===== src/design/murmur3_32_stream_hash_defines.svh =====
// Assertion macros for the MurmurHash3 stream hasher.
// No dependencies; included by the top level only.
`ifndef MURMUR3_32_STREAM_HASH_DEFINES_SVH
`define MURMUR3_32_STREAM_HASH_DEFINES_SVH

// Clocked property with async active-low reset disable and a fixed message.
`define M3SH_ASSERT(name, clk, rst_n, prop) \
    name: assert property (@(posedge clk) disable iff (!rst_n) prop) \
        else $error("m3sh assertion failed");

// Same, with a caller-supplied message string.
`define M3SH_ASSERT_MSG(name, clk, rst_n, prop, msg) \
    name: assert property (@(posedge clk) disable iff (!rst_n) prop) \
        else $error(msg);

`endif


===== src/design/m3sh_pkg.sv =====
// Constants and helper functions for the MurmurHash3 x86_32 stream hasher.
// No dependencies.
package m3sh_pkg;

    localparam logic [31:0] MM_C1  = 32'hcc9e2d51;
    localparam logic [31:0] MM_C2  = 32'h1b873593;
    localparam logic [31:0] MM_ADD = 32'he6546b64;
    localparam logic [31:0] MM_F1  = 32'h85ebca6b;
    localparam logic [31:0] MM_F2  = 32'hc2b2ae35;

    localparam int unsigned WORD_W  = 32;
    localparam int unsigned COUNT_W = 3;
    localparam int unsigned TDATA_W = 72;  // 32 + 3 + 32 bits, padded to bytes

    typedef logic [WORD_W-1:0] word_t;

    function automatic word_t rotl15(input word_t v);
        return {v[16:0], v[31:17]};
    endfunction

    function automatic word_t rotl13(input word_t v);
        return {v[18:0], v[31:19]};
    endfunction

    // Keep only the valid low bytes of a short final word.
    function automatic word_t byte_mask(input word_t v, input logic [COUNT_W-1:0] cnt);
        word_t m;
        unique case (cnt)
            3'd1:    m = 32'h0000_00ff;
            3'd2:    m = 32'h0000_ffff;
            3'd3:    m = 32'h00ff_ffff;
            3'd0:    m = 32'h0000_0000;
            default: m = 32'hffff_ffff;
        endcase
        return v & m;
    endfunction

endpackage


===== src/design/murmur3_32_stream_hash.sv =====
// murmur3_32_stream_hash: streaming MurmurHash3 x86_32, one shared 32x32 multiplier.
// Depends on m3sh_pkg and murmur3_32_stream_hash_defines.svh.
//
//   channel   dir  fields (lsb first)
//   s_axis    in   tdata: data_word[31:0], byte_count[34:32], seed[66:35]; tlast: last_word
//   m_axis    out  tdata: hash_value[31:0]
//
// A request is accepted in idle, then passes twice through the multiplier (k*C1, k*C2),
// then through the hash update. Zero-byte requests skip the mix. A request ending a
// message adds two finalizer multiplies, then the output load. The multiplier sets the pace.
// Reset clears the sequencer, the message state and the output valid.
// The input side is ready whenever the sequencer is idle, even while a hash waits on
// m_axis; only the output load step stalls if that hash has not been taken.
`include "murmur3_32_stream_hash_defines.svh"

module murmur3_32_stream_hash
    import m3sh_pkg::*;
(
    input  logic                 clk,
    input  logic                 rst_n,
    input  logic                 s_axis_tvalid,
    output logic                 s_axis_tready,
    input  logic [TDATA_W-1:0]   s_axis_tdata,   // data_word, byte_count, seed, zero pad
    input  logic                 s_axis_tlast,
    output logic                 m_axis_tvalid,
    input  logic                 m_axis_tready,
    output logic [WORD_W-1:0]    m_axis_tdata    // hash_value
);

    localparam logic [2:0] ST_IDLE = 3'd0;
    localparam logic [2:0] ST_K1   = 3'd1;
    localparam logic [2:0] ST_K2   = 3'd2;
    localparam logic [2:0] ST_HUPD = 3'd3;
    localparam logic [2:0] ST_F1   = 3'd4;
    localparam logic [2:0] ST_F2   = 3'd5;
    localparam logic [2:0] ST_OUT  = 3'd6;

    logic [2:0]   state_reg, state_next;
    logic         in_msg_reg;
    logic         final_reg;
    logic         full_reg;
    word_t        word_reg;
    word_t        k_reg, k_next;
    word_t        hash_reg, hash_next;
    word_t        total_reg;
    word_t        out_data_reg;
    logic         out_valid_reg;

    word_t        in_word, in_seed;
    logic [COUNT_W-1:0] in_count, count_clamped;
    logic         in_accept, in_final;
    logic         out_load;

    word_t        mul_a, mul_b, mul_p;
    word_t        mix_t, mix_r, fin_x;

    assign in_word  = s_axis_tdata[31:0];
    assign in_count = s_axis_tdata[34:32];
    assign in_seed  = s_axis_tdata[66:35];

    assign count_clamped = in_count[2] ? 3'd4 : in_count;
    assign in_final      = s_axis_tlast || !in_count[2];

    assign s_axis_tready = (state_reg == ST_IDLE);
    assign in_accept     = s_axis_tvalid && s_axis_tready;
    assign out_load      = (state_reg == ST_OUT) && (!out_valid_reg || m_axis_tready);

    assign m_axis_tvalid = out_valid_reg;
    assign m_axis_tdata  = out_data_reg;

    // Shared multiplier operand select
    assign fin_x = hash_reg ^ total_reg;
    always_comb
    begin
        mul_a = word_reg;
        mul_b = MM_C1;
        unique case (state_reg)
            ST_K2:
            begin
                mul_a = rotl15(k_reg);
                mul_b = MM_C2;
            end
            ST_F1:
            begin
                mul_a = fin_x ^ (fin_x >> 16);
                mul_b = MM_F1;
            end
            ST_F2:
            begin
                mul_a = k_reg ^ (k_reg >> 13);
                mul_b = MM_F2;
            end
            default:
            begin
                mul_a = word_reg;
                mul_b = MM_C1;
            end
        endcase
    end

    assign mul_p = mul_a * mul_b;

    // Hash update: rotate and times-5-plus-constant for full words only
    assign mix_t = hash_reg ^ k_reg;
    assign mix_r = rotl13(mix_t);

    always_comb
    begin
        state_next = state_reg;
        k_next     = k_reg;
        hash_next  = hash_reg;
        unique case (state_reg)
            ST_IDLE:
            begin
                if (in_accept)
                    state_next = (count_clamped == 3'd0) ? ST_F1 : ST_K1;
            end
            ST_K1:
            begin
                k_next     = mul_p;
                state_next = ST_K2;
            end
            ST_K2:
            begin
                k_next     = mul_p;
                state_next = ST_HUPD;
            end
            ST_HUPD:
            begin
                hash_next  = full_reg ? ((mix_r << 2) + mix_r + MM_ADD) : mix_t;
                state_next = final_reg ? ST_F1 : ST_IDLE;
            end
            ST_F1:
            begin
                k_next     = mul_p;
                state_next = ST_F2;
            end
            ST_F2:
            begin
                k_next     = mul_p;
                state_next = ST_OUT;
            end
            ST_OUT:
            begin
                if (out_load)
                    state_next = ST_IDLE;
            end
            default:
            begin
                state_next = ST_IDLE;
            end
        endcase
    end

    always_ff @(posedge clk or negedge rst_n)
    begin
        if (!rst_n)
        begin
            state_reg     <= ST_IDLE;
            in_msg_reg    <= 1'b0;
            hash_reg      <= '0;
            total_reg     <= '0;
            out_valid_reg <= 1'b0;
        end
        else
        begin
            state_reg <= state_next;
            if (in_accept)
            begin
                hash_reg   <= in_msg_reg ? hash_reg : in_seed;
                total_reg  <= (in_msg_reg ? total_reg : '0) + WORD_W'(count_clamped);
                in_msg_reg <= !in_final;
            end
            else
            begin
                hash_reg <= hash_next;
            end
            if (out_load)
                out_valid_reg <= 1'b1;
            else if (m_axis_tready)
                out_valid_reg <= 1'b0;
        end
    end

    // Payload registers
    always_ff @(posedge clk)
    begin
        k_reg <= k_next;
        if (in_accept)
        begin
            word_reg  <= byte_mask(in_word, count_clamped);
            final_reg <= in_final;
            full_reg  <= in_count[2];
        end
        if (out_load)
            out_data_reg <= k_reg ^ (k_reg >> 16);
    end

    `M3SH_ASSERT(a_out_hold, clk, rst_n,
        (state_reg == ST_OUT && out_valid_reg && !m_axis_tready) |=> (state_reg == ST_OUT))
    `M3SH_ASSERT(a_empty_to_fin, clk, rst_n,
        (in_accept && count_clamped == 3'd0) |=> (state_reg == ST_F1))
    `M3SH_ASSERT_MSG(a_mid_msg, clk, rst_n,
        (state_reg == ST_HUPD && !final_reg) |=> (state_reg == ST_IDLE && in_msg_reg),
        "non-final word did not return to idle inside a message")
    `M3SH_ASSERT_MSG(a_out_load, clk, rst_n,
        out_load |=> (m_axis_tvalid && state_reg == ST_IDLE),
        "output load did not raise m_axis_tvalid")

endmodule

===== config.mk =====
export PLATFORM = sky130hd
export DESIGN_NAME = murmur3_32_stream_hash
export DESIGN_NICKNAME = d
export VERILOG_FILES = /design/src/design/m3sh_pkg.sv /design/src/design/murmur3_32_stream_hash.sv
export VERILOG_INCLUDE_DIRS = /design/src /design/src/design
export SDC_FILE = /design/constraint.sdc
export NUM_CORES = 1
export LEC_CHECK = 0
export ABC_AREA = 0
export BUFFER_PORTS_ARGS = -buffer_cell sky130_fd_sc_hd__buf_4
export CAP_MARGIN = 20
export CORE_UTILIZATION = 40
export CTS_BUF_LIST = sky130_fd_sc_hd__clkbuf_4 sky130_fd_sc_hd__clkbuf_8 sky130_fd_sc_hd__clkbuf_16
export DETAILED_ROUTE_END_ITERATION = 10
export GPL_TIMING_DRIVEN = 0
export SYNTH_ARGS = -nofsm -noshare
export SYNTH_HDL_FRONTEND = slang
export SYNTH_SLANG_ARGS = --single-unit
export TNS_END_PERCENT = 20

===== constraint.sdc =====
create_clock -name clk -period 9.7 [get_ports clk]
set_clock_uncertainty 0.2 [all_clocks]
set_input_delay 0.485 -clock clk [delete_from_list [all_inputs] [get_ports clk]]
set_output_delay 0.485 -clock clk [all_outputs]
set_load 0.005 [all_outputs]

==> impl_metrics.xml, run 1 <==
<?xml version="1.0" encoding="UTF-8"?>
<metrics>
  <group name="run_status">
    <metric name="status" unit="">completed</metric>
  </group>
  <group name="finish">
    <metric name="fill_cells" unit="">5969</metric>
    <metric name="postLayoutCoreUtil" unit="">0.454</metric>
    <metric name="flow.area_growth_from_synthesis" unit="%">11.3</metric>
    <metric name="nets" unit="">3455</metric>
    <metric name="area_taken_by_multi_input_logic_gates" unit="mm2">0.0177</metric>
    <metric name="drive_gt1_frac" unit="">0.0946</metric>
    <metric name="ff_latch_area" unit="mm2">0.00467</metric>
  </group>
  <group name="floorplanning">
    <metric name="design.core.area" unit="mm2">0.0608</metric>
    <metric name="core.rowCount" unit="">90</metric>
    <metric name="boundaryPins" unit="">111</metric>
    <metric name="floorplan.die.width" unit="um">251</metric>
    <metric name="design.die.area" unit="mm2">0.0630</metric>
    <metric name="initial_core_util" unit="">0.408</metric>
    <metric name="die-height" unit="um">251</metric>
  </group>
  <group name="run">
    <metric name="max-cap-violations" unit="">0</metric>
  </group>
  <group name="synth">
    <metric name="yosys_register_bits" unit="">167</metric>
    <metric name="syn_area_per_cell" unit="um2">9.39</metric>
    <metric name="yosys.area.top_type" unit="">fa_1</metric>
    <metric name="dominantRegCellSynth" unit="">edfxtp_1</metric>
    <metric name="synth_edf_count" unit="">98</metric>
    <metric name="yosys-top-cells-area" unit="">fa_1 31%, edfxtp_1 12%, ha_1 10%</metric>
    <metric name="synth_cell_types" unit="">84</metric>
    <metric name="seq_area_frac_synth" unit="">0.188</metric>
    <metric name="async_flop_share" unit="">0.413</metric>
    <metric name="synth.yosys.warnings" unit="">0</metric>
    <metric name="top_area_cell_type_share_of_the_netlist_area" unit="">0.315</metric>
    <metric name="post_synthesis_net_count" unit="">3310</metric>
    <metric name="syn-instance-count" unit="">2643</metric>
    <metric name="synthesis.area" unit="mm2">0.0248</metric>
  </group>
  <group name="sta">
    <metric name="hold_viol" unit="">0</metric>
    <metric name="final.period_utilization" unit="">0.998</metric>
    <metric name="postLayoutSetupSlackWorst" unit="ps">15.1</metric>
    <metric name="final-max-slew-violation-count" unit="">0</metric>
    <metric name="slew_headroom" unit="">0.240</metric>
    <metric name="finalCriticalPeriod" unit="ps">9680</metric>
    <metric name="unrepaired_setup_endpoints_after_global_routing" unit="">true</metric>
    <metric name="timing.fmax" unit="MHz">103</metric>
    <metric name="final_setup_violating_endpoints" unit="">0</metric>
    <metric name="worst-slew-pin-transition" unit="ps">1140</metric>
  </group>
  <group name="place">
    <metric name="gp_routability_congestion" unit="">1.05</metric>
    <metric name="detailed_place_hpwl" unit="um">85900</metric>
    <metric name="buffer_ports.inserted" unit="">105</metric>
    <metric name="worst_case_setup_slack_after_placement" unit="ps">-1570</metric>
  </group>
  <group name="grt">
    <metric name="vias_in_the_first_global_route" unit="">20800</metric>
    <metric name="grtUsageTotal" unit="">0.329</metric>
    <metric name="grt_first_pass_wirelength" unit="um">145000</metric>
    <metric name="globalRouteOverflowTotal" unit="">0</metric>
    <metric name="largest_net_degree_at_the_start_of_global_routing" unit="">70</metric>
    <metric name="antenna_found_initial" unit="">5</metric>
  </group>
  <group name="drt">
    <metric name="routedLengthMet1" unit="um">40100</metric>
    <metric name="first_iter_violations" unit="">1693</metric>
    <metric name="viasPerCell" unit="">5.48</metric>
    <metric name="wl_per_cell" unit="um">28.1</metric>
    <metric name="detail_route.first_pass.iterations" unit="">6</metric>
    <metric name="top_layer_used" unit="">met5</metric>
    <metric name="routed-wl-met3" unit="um">8160</metric>
    <metric name="drc" unit="">0</metric>
    <metric name="antenna_violating_nets_post_route" unit="">0</metric>
    <metric name="detailroute.wirelength.met2" unit="um">46200</metric>
    <metric name="detail_route.wirelength" unit="um">101000</metric>
    <metric name="via_count" unit="">19700</metric>
  </group>
  <group name="setup_path">
    <metric name="critical_path_max_stage_delay" unit="ps">710</metric>
    <metric name="cp_common_cell" unit="">xnor2_1</metric>
    <metric name="cp.required" unit="ps">9740</metric>
    <metric name="critical_path.slowest_cell" unit="">o22ai_2</metric>
    <metric name="endpoint_kind" unit="">flip-flop</metric>
    <metric name="timing_worst_setup_path_type" unit="">flip-flop to flip-flop</metric>
    <metric name="cp_max_fo" unit="">10</metric>
    <metric name="reg2reg_slack" unit="ps">20</metric>
    <metric name="critical_path.reg2reg.startpoint" unit="">state_reg[0]</metric>
    <metric name="worstSetupStartpoint" unit="">state_reg[0]</metric>
    <metric name="startpoint_type" unit="">flip-flop</metric>
    <metric name="worstPathArrival" unit="ps">9730</metric>
  </group>
  <group name="clock_network">
    <metric name="cts.clk_slew.worst_paths" unit="ps">80</metric>
    <metric name="cts_buffer_count" unit="">17</metric>
    <metric name="clk_root_buffer_cell" unit="">clkbuf_16</metric>
    <metric name="tritoncts" unit="">built</metric>
    <metric name="cts.sink_count" unit="">167</metric>
    <metric name="cts.htree.levels" unit="">4</metric>
    <metric name="cts-root-to-sink-buffers" unit="">2</metric>
    <metric name="clock_insertion_delay_worst_skew" unit="ps">500</metric>
  </group>
  <group name="hold_path">
    <metric name="worst_hold_startpoint" unit="">s_axis_tdata[34]</metric>
    <metric name="worst_hold_check_path_type" unit="">primary input to flip-flop</metric>
  </group>
</metrics>
[per-stage QoR]
| stage | hold WS [ps] | instance area, um2 | cells | TNS, ps |
|---|---|---|---|---|
| 2_1_floorplan | -10.6 | 24800 | 2643 | 0 |
| 3_3_place_gp | 234 | 26600 | 3530 | -18180 |
| 3_5_place_dp | 232 | 26700 | 3537 | -17070 |
| 4_1_cts | 7.90 | 27500 | 3576 | 0 |
| 5_1_grt | 38.1 | 27600 | 3583 | -46.2 |
| 6_report | 44.0 | 27600 | 3585 | 0 |
[cells in the final DEF (no fill, tap or decap), drive strengths merged, types with 15 or more instances in the layout]
cell type,netlist,layout
nor2,186,186
fa,390,390
xor2,82,82
xnor2,150,150
a21oi,122,122
dfrtp,69,69
edfxtp,98,98
nand3,31,31
nand2b,15,15
buf,26,150
nor2b,38,38
mux2i,17,17
a21o,34,34
clkbuf,66,83
o21ai,99,99
and2,28,28
nand2,217,217
ha,200,200
inv,592,600
o211ai,16,16
[worst max-delay path, delay by kind of cell (launching register included)]
family | cells | cell delay, ps
AOI/OAI and AO/OA | 2 | 1320
xor gates and xnor gates | 11 | 2150
adders and majority gates | 8 | 4030
buffers and inverters | 5 | 620
DFF | 1 | 380
and+or+nand+nor | 2 | 700
[final timing paths]
| path | depth (start not counted) | endpoint |
|---|---|---|
| setup reg to reg | 28 | k_reg[31] |
| hold / removal | 1 | full_reg |
| max in group asynchronous | 2 | hash_reg[20] |
| min in group asynchronous | 2 | total_reg[26] |
| setup / recovery | 28 | k_reg[31] |
| hold reg to reg | 0 | m_axis_tdata[26] |
[kinds of logic after synthesis]
logic type | after synthesis | share of synthesized area
AOI/OAI and AO/OA | 367 | 0.0929
buffers and inverters | 686 | 0.105
and+or+nand+nor | 581 | 0.107
adders and majority gates | 590 | 0.416
muxes | 19 | 0.00827
xor gates and xnor gates | 233 | 0.0831
DFF | 167 | 0.188
[timing repair]
item                                    4_1_cts  5_1_grt
cloned                                        0        0
hold buffers                                  1        0
gates resized for setup                      42       38
endpoints found under the hold margin        69        0
endpoints found under the setup margin       18        9
pin swaps                                     5        1
setup buffers                                 7        9
[final cells by class]
class	count	share of cell area
multi-input combinational	1790	0.641
clock inverter	15	0.00489
sequential	167	0.169
tap	782	0.0354
buffer	89	0.0154
antenna	2	0.000181
inverter	594	0.0809
clock buffer	17	0.0154
timing repair buffer	129	0.0379
[cell usage after synthesis, types with 3 or more instances]
cell type  instances
dfrtp_1           69
a22oi_1            6
a32oi_1            4
o21ai_0           95
a311oi_1           3
and2_1            27
a221oi_1           5
a21oi_2            4
o21ai_1            3
a211o_1            3
a31oi_1           10
o21bai_1          12
nor3_1            13
nand4_1            9
xor2_1            82
buf_1             11
buf_6              3
a221o_1            3
clkbuf_1          66
a21o_1            34
nand2_1          212
buf_2             12
fa_1             390
a31o_2             4
a21boi_0           3
a21oi_1          118
a211oi_1           7
o21a_1             7
ha_1             200
edfxtp_1          98
or2_2              6
nand2b_1          15
xnor2_1          149
nor2_1           183
nor2b_1           38
inv_1            589
nand2_2            3
nand3_1           31
mux2i_1           16
inv_2              3
or3_1             11
o211ai_1          15
o22ai_1            4
and3_1            13
[metal layers]
metal	track usage	vias up
met4	0.179	2
met2	0.526	879
met3	0.0700	244
met5	0	-
met1	0.417	10000
li1	-	8525
Power of run 1 is left out: the tool's default activity adds up to more than one toggle a clock period on the data nets, which glitch-free logic cannot reach.
==> inputs of run 2 (changes only) <==
--- a/config.mk
+++ b/config.mk
@@ -9,10 +9,12 @@
 export ABC_AREA = 0
 export BUFFER_PORTS_ARGS = -buffer_cell sky130_fd_sc_hd__buf_4
 export CAP_MARGIN = 20
+export CORE_MARGIN = 3
 export CORE_UTILIZATION = 40
 export CTS_BUF_LIST = sky130_fd_sc_hd__clkbuf_4 sky130_fd_sc_hd__clkbuf_8 sky130_fd_sc_hd__clkbuf_16
 export DETAILED_ROUTE_END_ITERATION = 10
 export GPL_TIMING_DRIVEN = 0
+export RECOVER_POWER = 100
 export SYNTH_ARGS = -nofsm -noshare
 export SYNTH_HDL_FRONTEND = slang
 export SYNTH_SLANG_ARGS = --single-unit
==> impl_metrics.xml, run 2 (synthesis gave the netlist of run 1 again) <==
<?xml version="1.0" encoding="UTF-8"?>
<metrics>
  <group name="floorplanning">
    <metric name="core.rowCount" unit="">90</metric>
    <metric name="boundaryPins" unit="">111</metric>
    <metric name="die-height" unit="um">255</metric>
    <metric name="design.core.area" unit="mm2">0.0608</metric>
    <metric name="design.die.area" unit="mm2">0.0650</metric>
    <metric name="floorplan.die.width" unit="um">255</metric>
    <metric name="initial_core_util" unit="">0.408</metric>
  </group>
  <group name="place">
    <metric name="buffer_ports.inserted" unit="">105</metric>
    <metric name="worst_case_setup_slack_after_placement" unit="ps">-1500</metric>
    <metric name="place_area" unit="mm2">0.0267</metric>
    <metric name="gp_routability_congestion" unit="">1.05</metric>
    <metric name="detailed_place_hpwl" unit="um">86900</metric>
  </group>
  <group name="finish">
    <metric name="nets" unit="">3456</metric>
    <metric name="antenna-diode-count" unit="">0</metric>
    <metric name="flow.area_growth_from_synthesis" unit="%">11.0</metric>
    <metric name="drive_gt1_frac" unit="">0.0874</metric>
    <metric name="final_common_cell" unit="">inv_1</metric>
    <metric name="final_standard_cell_area_without_fillers" unit="mm2">0.0275</metric>
    <metric name="layout.cells.most_common_list" unit="">588 x inv_1, 390 x fa_1, 209 x nand2_1, 200 x ha_1, 173 x nor2_1</metric>
    <metric name="postLayoutCoreUtil" unit="">0.453</metric>
    <metric name="fill_cells" unit="">6017</metric>
  </group>
  <group name="setup_path">
    <metric name="cp_max_fo" unit="">7</metric>
    <metric name="timing_worst_setup_path_type" unit="">flip-flop to flip-flop</metric>
    <metric name="endpoint_kind" unit="">flip-flop</metric>
    <metric name="critical_path_max_stage_delay" unit="ps">740</metric>
    <metric name="worstPathArrival" unit="ps">9560</metric>
    <metric name="cp_common_cell" unit="">inv_1</metric>
    <metric name="cp.required" unit="ps">9720</metric>
    <metric name="startpoint_type" unit="">flip-flop</metric>
    <metric name="critical_path.slowest_cell" unit="">clkbuf_1</metric>
  </group>
  <group name="sta">
    <metric name="worst-slew-pin-transition" unit="ps">4070</metric>
    <metric name="final.period_utilization" unit="">0.983</metric>
    <metric name="hold_viol" unit="">0</metric>
    <metric name="timing.fmax" unit="MHz">105</metric>
    <metric name="finalCriticalPeriod" unit="ps">9540</metric>
    <metric name="postLayoutSetupSlackWorst" unit="ps">161</metric>
    <metric name="unrepaired_setup_endpoints_after_global_routing" unit="">true</metric>
    <metric name="final-max-slew-violation-count" unit="">165</metric>
    <metric name="final_setup_violating_endpoints" unit="">0</metric>
    <metric name="slew_headroom" unit="">-1.71</metric>
  </group>
  <group name="grt">
    <metric name="globalRouteOverflowTotal" unit="">0</metric>
    <metric name="largest_net_degree_at_the_start_of_global_routing" unit="">70</metric>
    <metric name="grtUsageTotal" unit="">0.323</metric>
    <metric name="grt_first_pass_wirelength" unit="um">145000</metric>
    <metric name="vias_in_the_first_global_route" unit="">20400</metric>
    <metric name="antenna_found_initial" unit="">2</metric>
  </group>
  <group name="drt">
    <metric name="wl_per_cell" unit="um">28.5</metric>
    <metric name="detail_route.first_pass.iterations" unit="">6</metric>
    <metric name="antenna_violating_nets_post_route" unit="">0</metric>
    <metric name="first_iter_violations" unit="">1941</metric>
    <metric name="detail_route.wirelength" unit="um">102000</metric>
    <metric name="viasPerCell" unit="">5.51</metric>
    <metric name="drc" unit="">0</metric>
    <metric name="via_count" unit="">19800</metric>
  </group>
  <group name="clock_network">
    <metric name="cts_buffer_count" unit="">17</metric>
    <metric name="cts.sink_count" unit="">167</metric>
    <metric name="cts.htree.levels" unit="">4</metric>
    <metric name="clock_insertion_delay_worst_skew" unit="ps">500</metric>
    <metric name="tritoncts" unit="">built</metric>
    <metric name="clk_root_buffer_cell" unit="">clkbuf_16</metric>
    <metric name="cts.clk_slew.worst_paths" unit="ps">80</metric>
    <metric name="cts-root-to-sink-buffers" unit="">2</metric>
  </group>
  <group name="run">
    <metric name="max-cap-violations" unit="">4</metric>
  </group>
  <group name="run_status">
    <metric name="violated_checks" unit="">max-capacitance violations, max-slew violations</metric>
    <metric name="status" unit="">finished with violations</metric>
  </group>
  <group name="hold_path">
    <metric name="worst_hold_check_path_type" unit="">primary input to flip-flop</metric>
  </group>
</metrics>
-- run 2: per-layer routing --
layer,GRT usage,part of all wire,vias to the layer above
li1,-,-,8522
met1,0.425,0.41,10100
met2,0.519,0.46,914
met3,0.0468,0.070,223
met4,0.172,0.059,2
met5,0,0.00013,-
-- run 2: final cells by class --
class	instances	area, um2	share of cell area
multi-input cells	1790	17700	0.643
clock buffers	21	479	0.0174
well taps	782	978	0.0355
flip-flops and latches	167	4670	0.170
plain buffers	88	437	0.0159
repair buffers	131	947	0.0344
clock inverters	11	87.6	0.00318
inverters	594	2230	0.0811
-- run 2: metrics by stage --
step | std cells | setup TNS [ps] | hold slack [ps]
2_1_floorplan | 2643 | 0 | -10.6
3_3_place_gp | 3530 | -14110 | 233
3_5_place_dp | 3537 | -14670 | 233
4_1_cts | 3573 | 0 | 9.80
5_1_grt | 3584 | -17.7 | 30.7
6_report | 3584 | 0 | 36.0
-- run 2: worst max-delay path: cells and delay by family (launching register included) --
family / cells / cell delay (ps)
xor gates and xnor gates: 2 / 370
DFF: 1 / 380
and+or+nand+nor: 6 / 1330
AOI/OAI and AO/OA: 10 / 2210
adders and majority gates: 9 / 3690
buffers and inverters: 7 / 1070
-- run 2: path summary, 6_finish.rpt --
| check | cells past startpoint | slack (ps) | startpoint | to |
|---|---|---|---|---|
| max | 34 | 160 | k_reg[19] | k_reg[25] |
| min reg2reg | 0 | 250 | k_reg[25] | m_axis_tdata[25] |
| max reg2reg | 34 | 160 | k_reg[19] | k_reg[25] |
| min in group asynchronous | 2 | 1750 | rst_n | m_axis_tvalid |
| max in group asynchronous | 2 | 5270 | rst_n | hash_reg[5] |
| min | 2 | 40 | s_axis_tdata[55] | hash_reg[20] |
-- run 2: timing repair --
item | 4_1_cts | 5_1_grt
hold buffers | 1 | 0
endpoints found under the setup margin | 17 | 9
hold endpoints to repair | 69 | 0
setup buffers | 5 | 12
gates resized for setup | 40 | 50
pin swaps | 3 | 4
Power of run 2 is left out for the same reason.
==> inputs of run 3 (changes only) <==
--- a/config.mk
+++ b/config.mk
@@ -7,12 +7,12 @@
 export NUM_CORES = 1
 export LEC_CHECK = 0
 export ABC_AREA = 0
-export BUFFER_PORTS_ARGS = -buffer_cell sky130_fd_sc_hd__buf_4
 export CAP_MARGIN = 20
 export CORE_MARGIN = 3
 export CORE_UTILIZATION = 40
 export CTS_BUF_LIST = sky130_fd_sc_hd__clkbuf_4 sky130_fd_sc_hd__clkbuf_8 sky130_fd_sc_hd__clkbuf_16
 export DETAILED_ROUTE_END_ITERATION = 10
+export DONT_BUFFER_PORTS = 1
 export GPL_TIMING_DRIVEN = 0
 export RECOVER_POWER = 100
 export SYNTH_ARGS = -nofsm -noshare
==> impl_metrics.xml, run 3 (synthesis gave the netlist of run 1 again) <==
<?xml version="1.0" encoding="UTF-8"?>
<metrics>
  <group name="clock_network">
    <metric name="cts_buffer_count" unit="">17</metric>
    <metric name="tritoncts" unit="">built</metric>
    <metric name="clk_root_buffer_cell" unit="">clkbuf_16</metric>
    <metric name="cts.htree.levels" unit="">4</metric>
    <metric name="cts.sink_count" unit="">167</metric>
    <metric name="clock_insertion_delay_worst_skew" unit="ps">510</metric>
    <metric name="cts-root-to-sink-buffers" unit="">2</metric>
    <metric name="cts.clk_slew.worst_paths" unit="ps">70</metric>
  </group>
  <group name="hold_path">
    <metric name="worst_hold_check_path_type" unit="">primary input to flip-flop</metric>
  </group>
  <group name="run_status">
    <metric name="violated_checks" unit="">max-capacitance violations, max-slew violations</metric>
    <metric name="status" unit="">finished with violations</metric>
  </group>
  <group name="setup_path">
    <metric name="cp_common_cell" unit="">xnor2_1</metric>
    <metric name="critical_path.slowest_cell" unit="">fa_1</metric>
    <metric name="startpoint_type" unit="">flip-flop</metric>
    <metric name="timing_worst_setup_path_type" unit="">flip-flop to flip-flop</metric>
    <metric name="critical_path_max_stage_delay" unit="ps">600</metric>
    <metric name="worstPathArrival" unit="ps">9620</metric>
    <metric name="cp_max_fo" unit="">10</metric>
    <metric name="cp.required" unit="ps">9790</metric>
    <metric name="endpoint_kind" unit="">flip-flop</metric>
  </group>
  <group name="grt">
    <metric name="grtUsageTotal" unit="">0.316</metric>
    <metric name="antenna_found_initial" unit="">5</metric>
    <metric name="globalRouteOverflowTotal" unit="">0</metric>
    <metric name="grt_first_pass_wirelength" unit="um">143000</metric>
    <metric name="vias_in_the_first_global_route" unit="">20300</metric>
    <metric name="largest_net_degree_at_the_start_of_global_routing" unit="">70</metric>
  </group>
  <group name="finish">
    <metric name="layout.cells.most_common_list" unit="">584 x inv_1, 390 x fa_1, 207 x nand2_1, 200 x ha_1, 172 x nor2_1</metric>
    <metric name="nets" unit="">3395</metric>
    <metric name="drive_gt1_frac" unit="">0.0628</metric>
    <metric name="final_standard_cell_area_without_fillers" unit="mm2">0.0274</metric>
    <metric name="final_common_cell" unit="">inv_1</metric>
    <metric name="flow.area_growth_from_synthesis" unit="%">10.3</metric>
    <metric name="fill_cells" unit="">5988</metric>
  </group>
  <group name="floorplanning">
    <metric name="core.rowCount" unit="">90</metric>
    <metric name="floorplan.die.width" unit="um">255</metric>
    <metric name="initial_core_util" unit="">0.408</metric>
    <metric name="boundaryPins" unit="">111</metric>
    <metric name="die-height" unit="um">255</metric>
    <metric name="design.die.area" unit="mm2">0.0650</metric>
    <metric name="design.core.area" unit="mm2">0.0608</metric>
  </group>
  <group name="run">
    <metric name="max-cap-violations" unit="">1</metric>
  </group>
  <group name="place">
    <metric name="detailed_place_hpwl" unit="um">85100</metric>
    <metric name="place_area" unit="mm2">0.0259</metric>
    <metric name="gp_routability_congestion" unit="">1.05</metric>
    <metric name="buffer_ports.inserted" unit="">0</metric>
  </group>
  <group name="sta">
    <metric name="unrepaired_setup_endpoints_after_global_routing" unit="">true</metric>
    <metric name="timing.fmax" unit="MHz">105</metric>
    <metric name="totalNegativeSetupSlack" unit="ps">0</metric>
    <metric name="final.period_utilization" unit="">0.982</metric>
    <metric name="finalCriticalPeriod" unit="ps">9530</metric>
    <metric name="slew_headroom" unit="">-1.70</metric>
    <metric name="final_setup_violating_endpoints" unit="">0</metric>
    <metric name="worst-slew-pin-transition" unit="ps">4040</metric>
    <metric name="hold_viol" unit="">0</metric>
    <metric name="final-max-slew-violation-count" unit="">70</metric>
  </group>
  <group name="drt">
    <metric name="wl_per_cell" unit="um">28.4</metric>
    <metric name="via_count" unit="">19400</metric>
    <metric name="viasPerCell" unit="">5.51</metric>
    <metric name="antenna_violating_nets_post_route" unit="">0</metric>
    <metric name="first_iter_violations" unit="">1993</metric>
    <metric name="detail_route.wirelength" unit="um">100000</metric>
    <metric name="drc" unit="">0</metric>
    <metric name="detail_route.first_pass.iterations" unit="">5</metric>
  </group>
</metrics>
-- run 3: path summary, 6_finish.rpt --
| kind | start | end | slack [ps] | depth (start not counted) |
|---|---|---|---|---|
| max | state_reg[2] | k_reg[31] | 170 | 29 |
| min | s_axis_tdata[16] | word_reg[16] | 30 | 1 |
| max reg2reg | state_reg[2] | k_reg[31] | 170 | 29 |
| min reg2reg | k_reg[27] | m_axis_tdata[27] | 250 | 0 |
| max in group asynchronous | rst_n | hash_reg[5] | 5270 | 2 |
| min in group asynchronous | rst_n | state_reg[1] | 1750 | 2 |
-- run 3: timing repair --
| action | 4_1_cts | 5_1_grt |
|---|---|---|
| resized for setup | 53 | 47 |
| endpoints found under the setup margin | 18 | 8 |
| cloned | 0 | 0 |
| hold buffers | 47 | 0 |
| pin swaps | 3 | 6 |
| hold endpoints to repair | 115 | 0 |
| buffers inserted | 5 | 10 |
-- run 3: layer usage --
layer  share of wire  track usage
met1            0.41        0.414
met2            0.45        0.495
met3           0.074       0.0572
met4           0.068        0.182
met5         0.00013            0
-- run 3: critical path: cells and delay by family (launching register included) --
kind,cells,cell delay (ps)
AO/OA/AOI/OAI,1,290
XOR/XNOR,11,2170
adder cells (fa/ha/maj),8,3940
buffers and inverters,8,1880
flip-flops,1,430
AND/OR/NAND/NOR,1,350
-- run 3: final cells by class --
class	instances	area, um2	share of cell area
clock buffers	21	455	0.0166
well taps	782	978	0.0357
multi-input cells	1790	17800	0.650
clock inverters	11	128	0.00466
plain buffers	89	428	0.0156
repair buffers	69	676	0.0247
inverters	594	2240	0.0817
diodes	4	10.0	0.000366
flip-flops and latches	167	4670	0.171
-- run 3: per-stage QoR --
step | hold WS, ps | instances | worst slack [ps] | util
final | 28.4 | 3527 | 171 | 0.450
after global routing | 19.5 | 3525 | -81.9 | 0.450
after CTS | 2.26 | 3514 | -108 | 0.447
after detailed placement | -8.78 | 3432 | -1930 | 0.426
after global placement | -7.27 | 3425 | -1840 | 0.424
after floorplan | -10.6 | 2643 | 1310 | -
Power of run 3 is left out for the same reason.
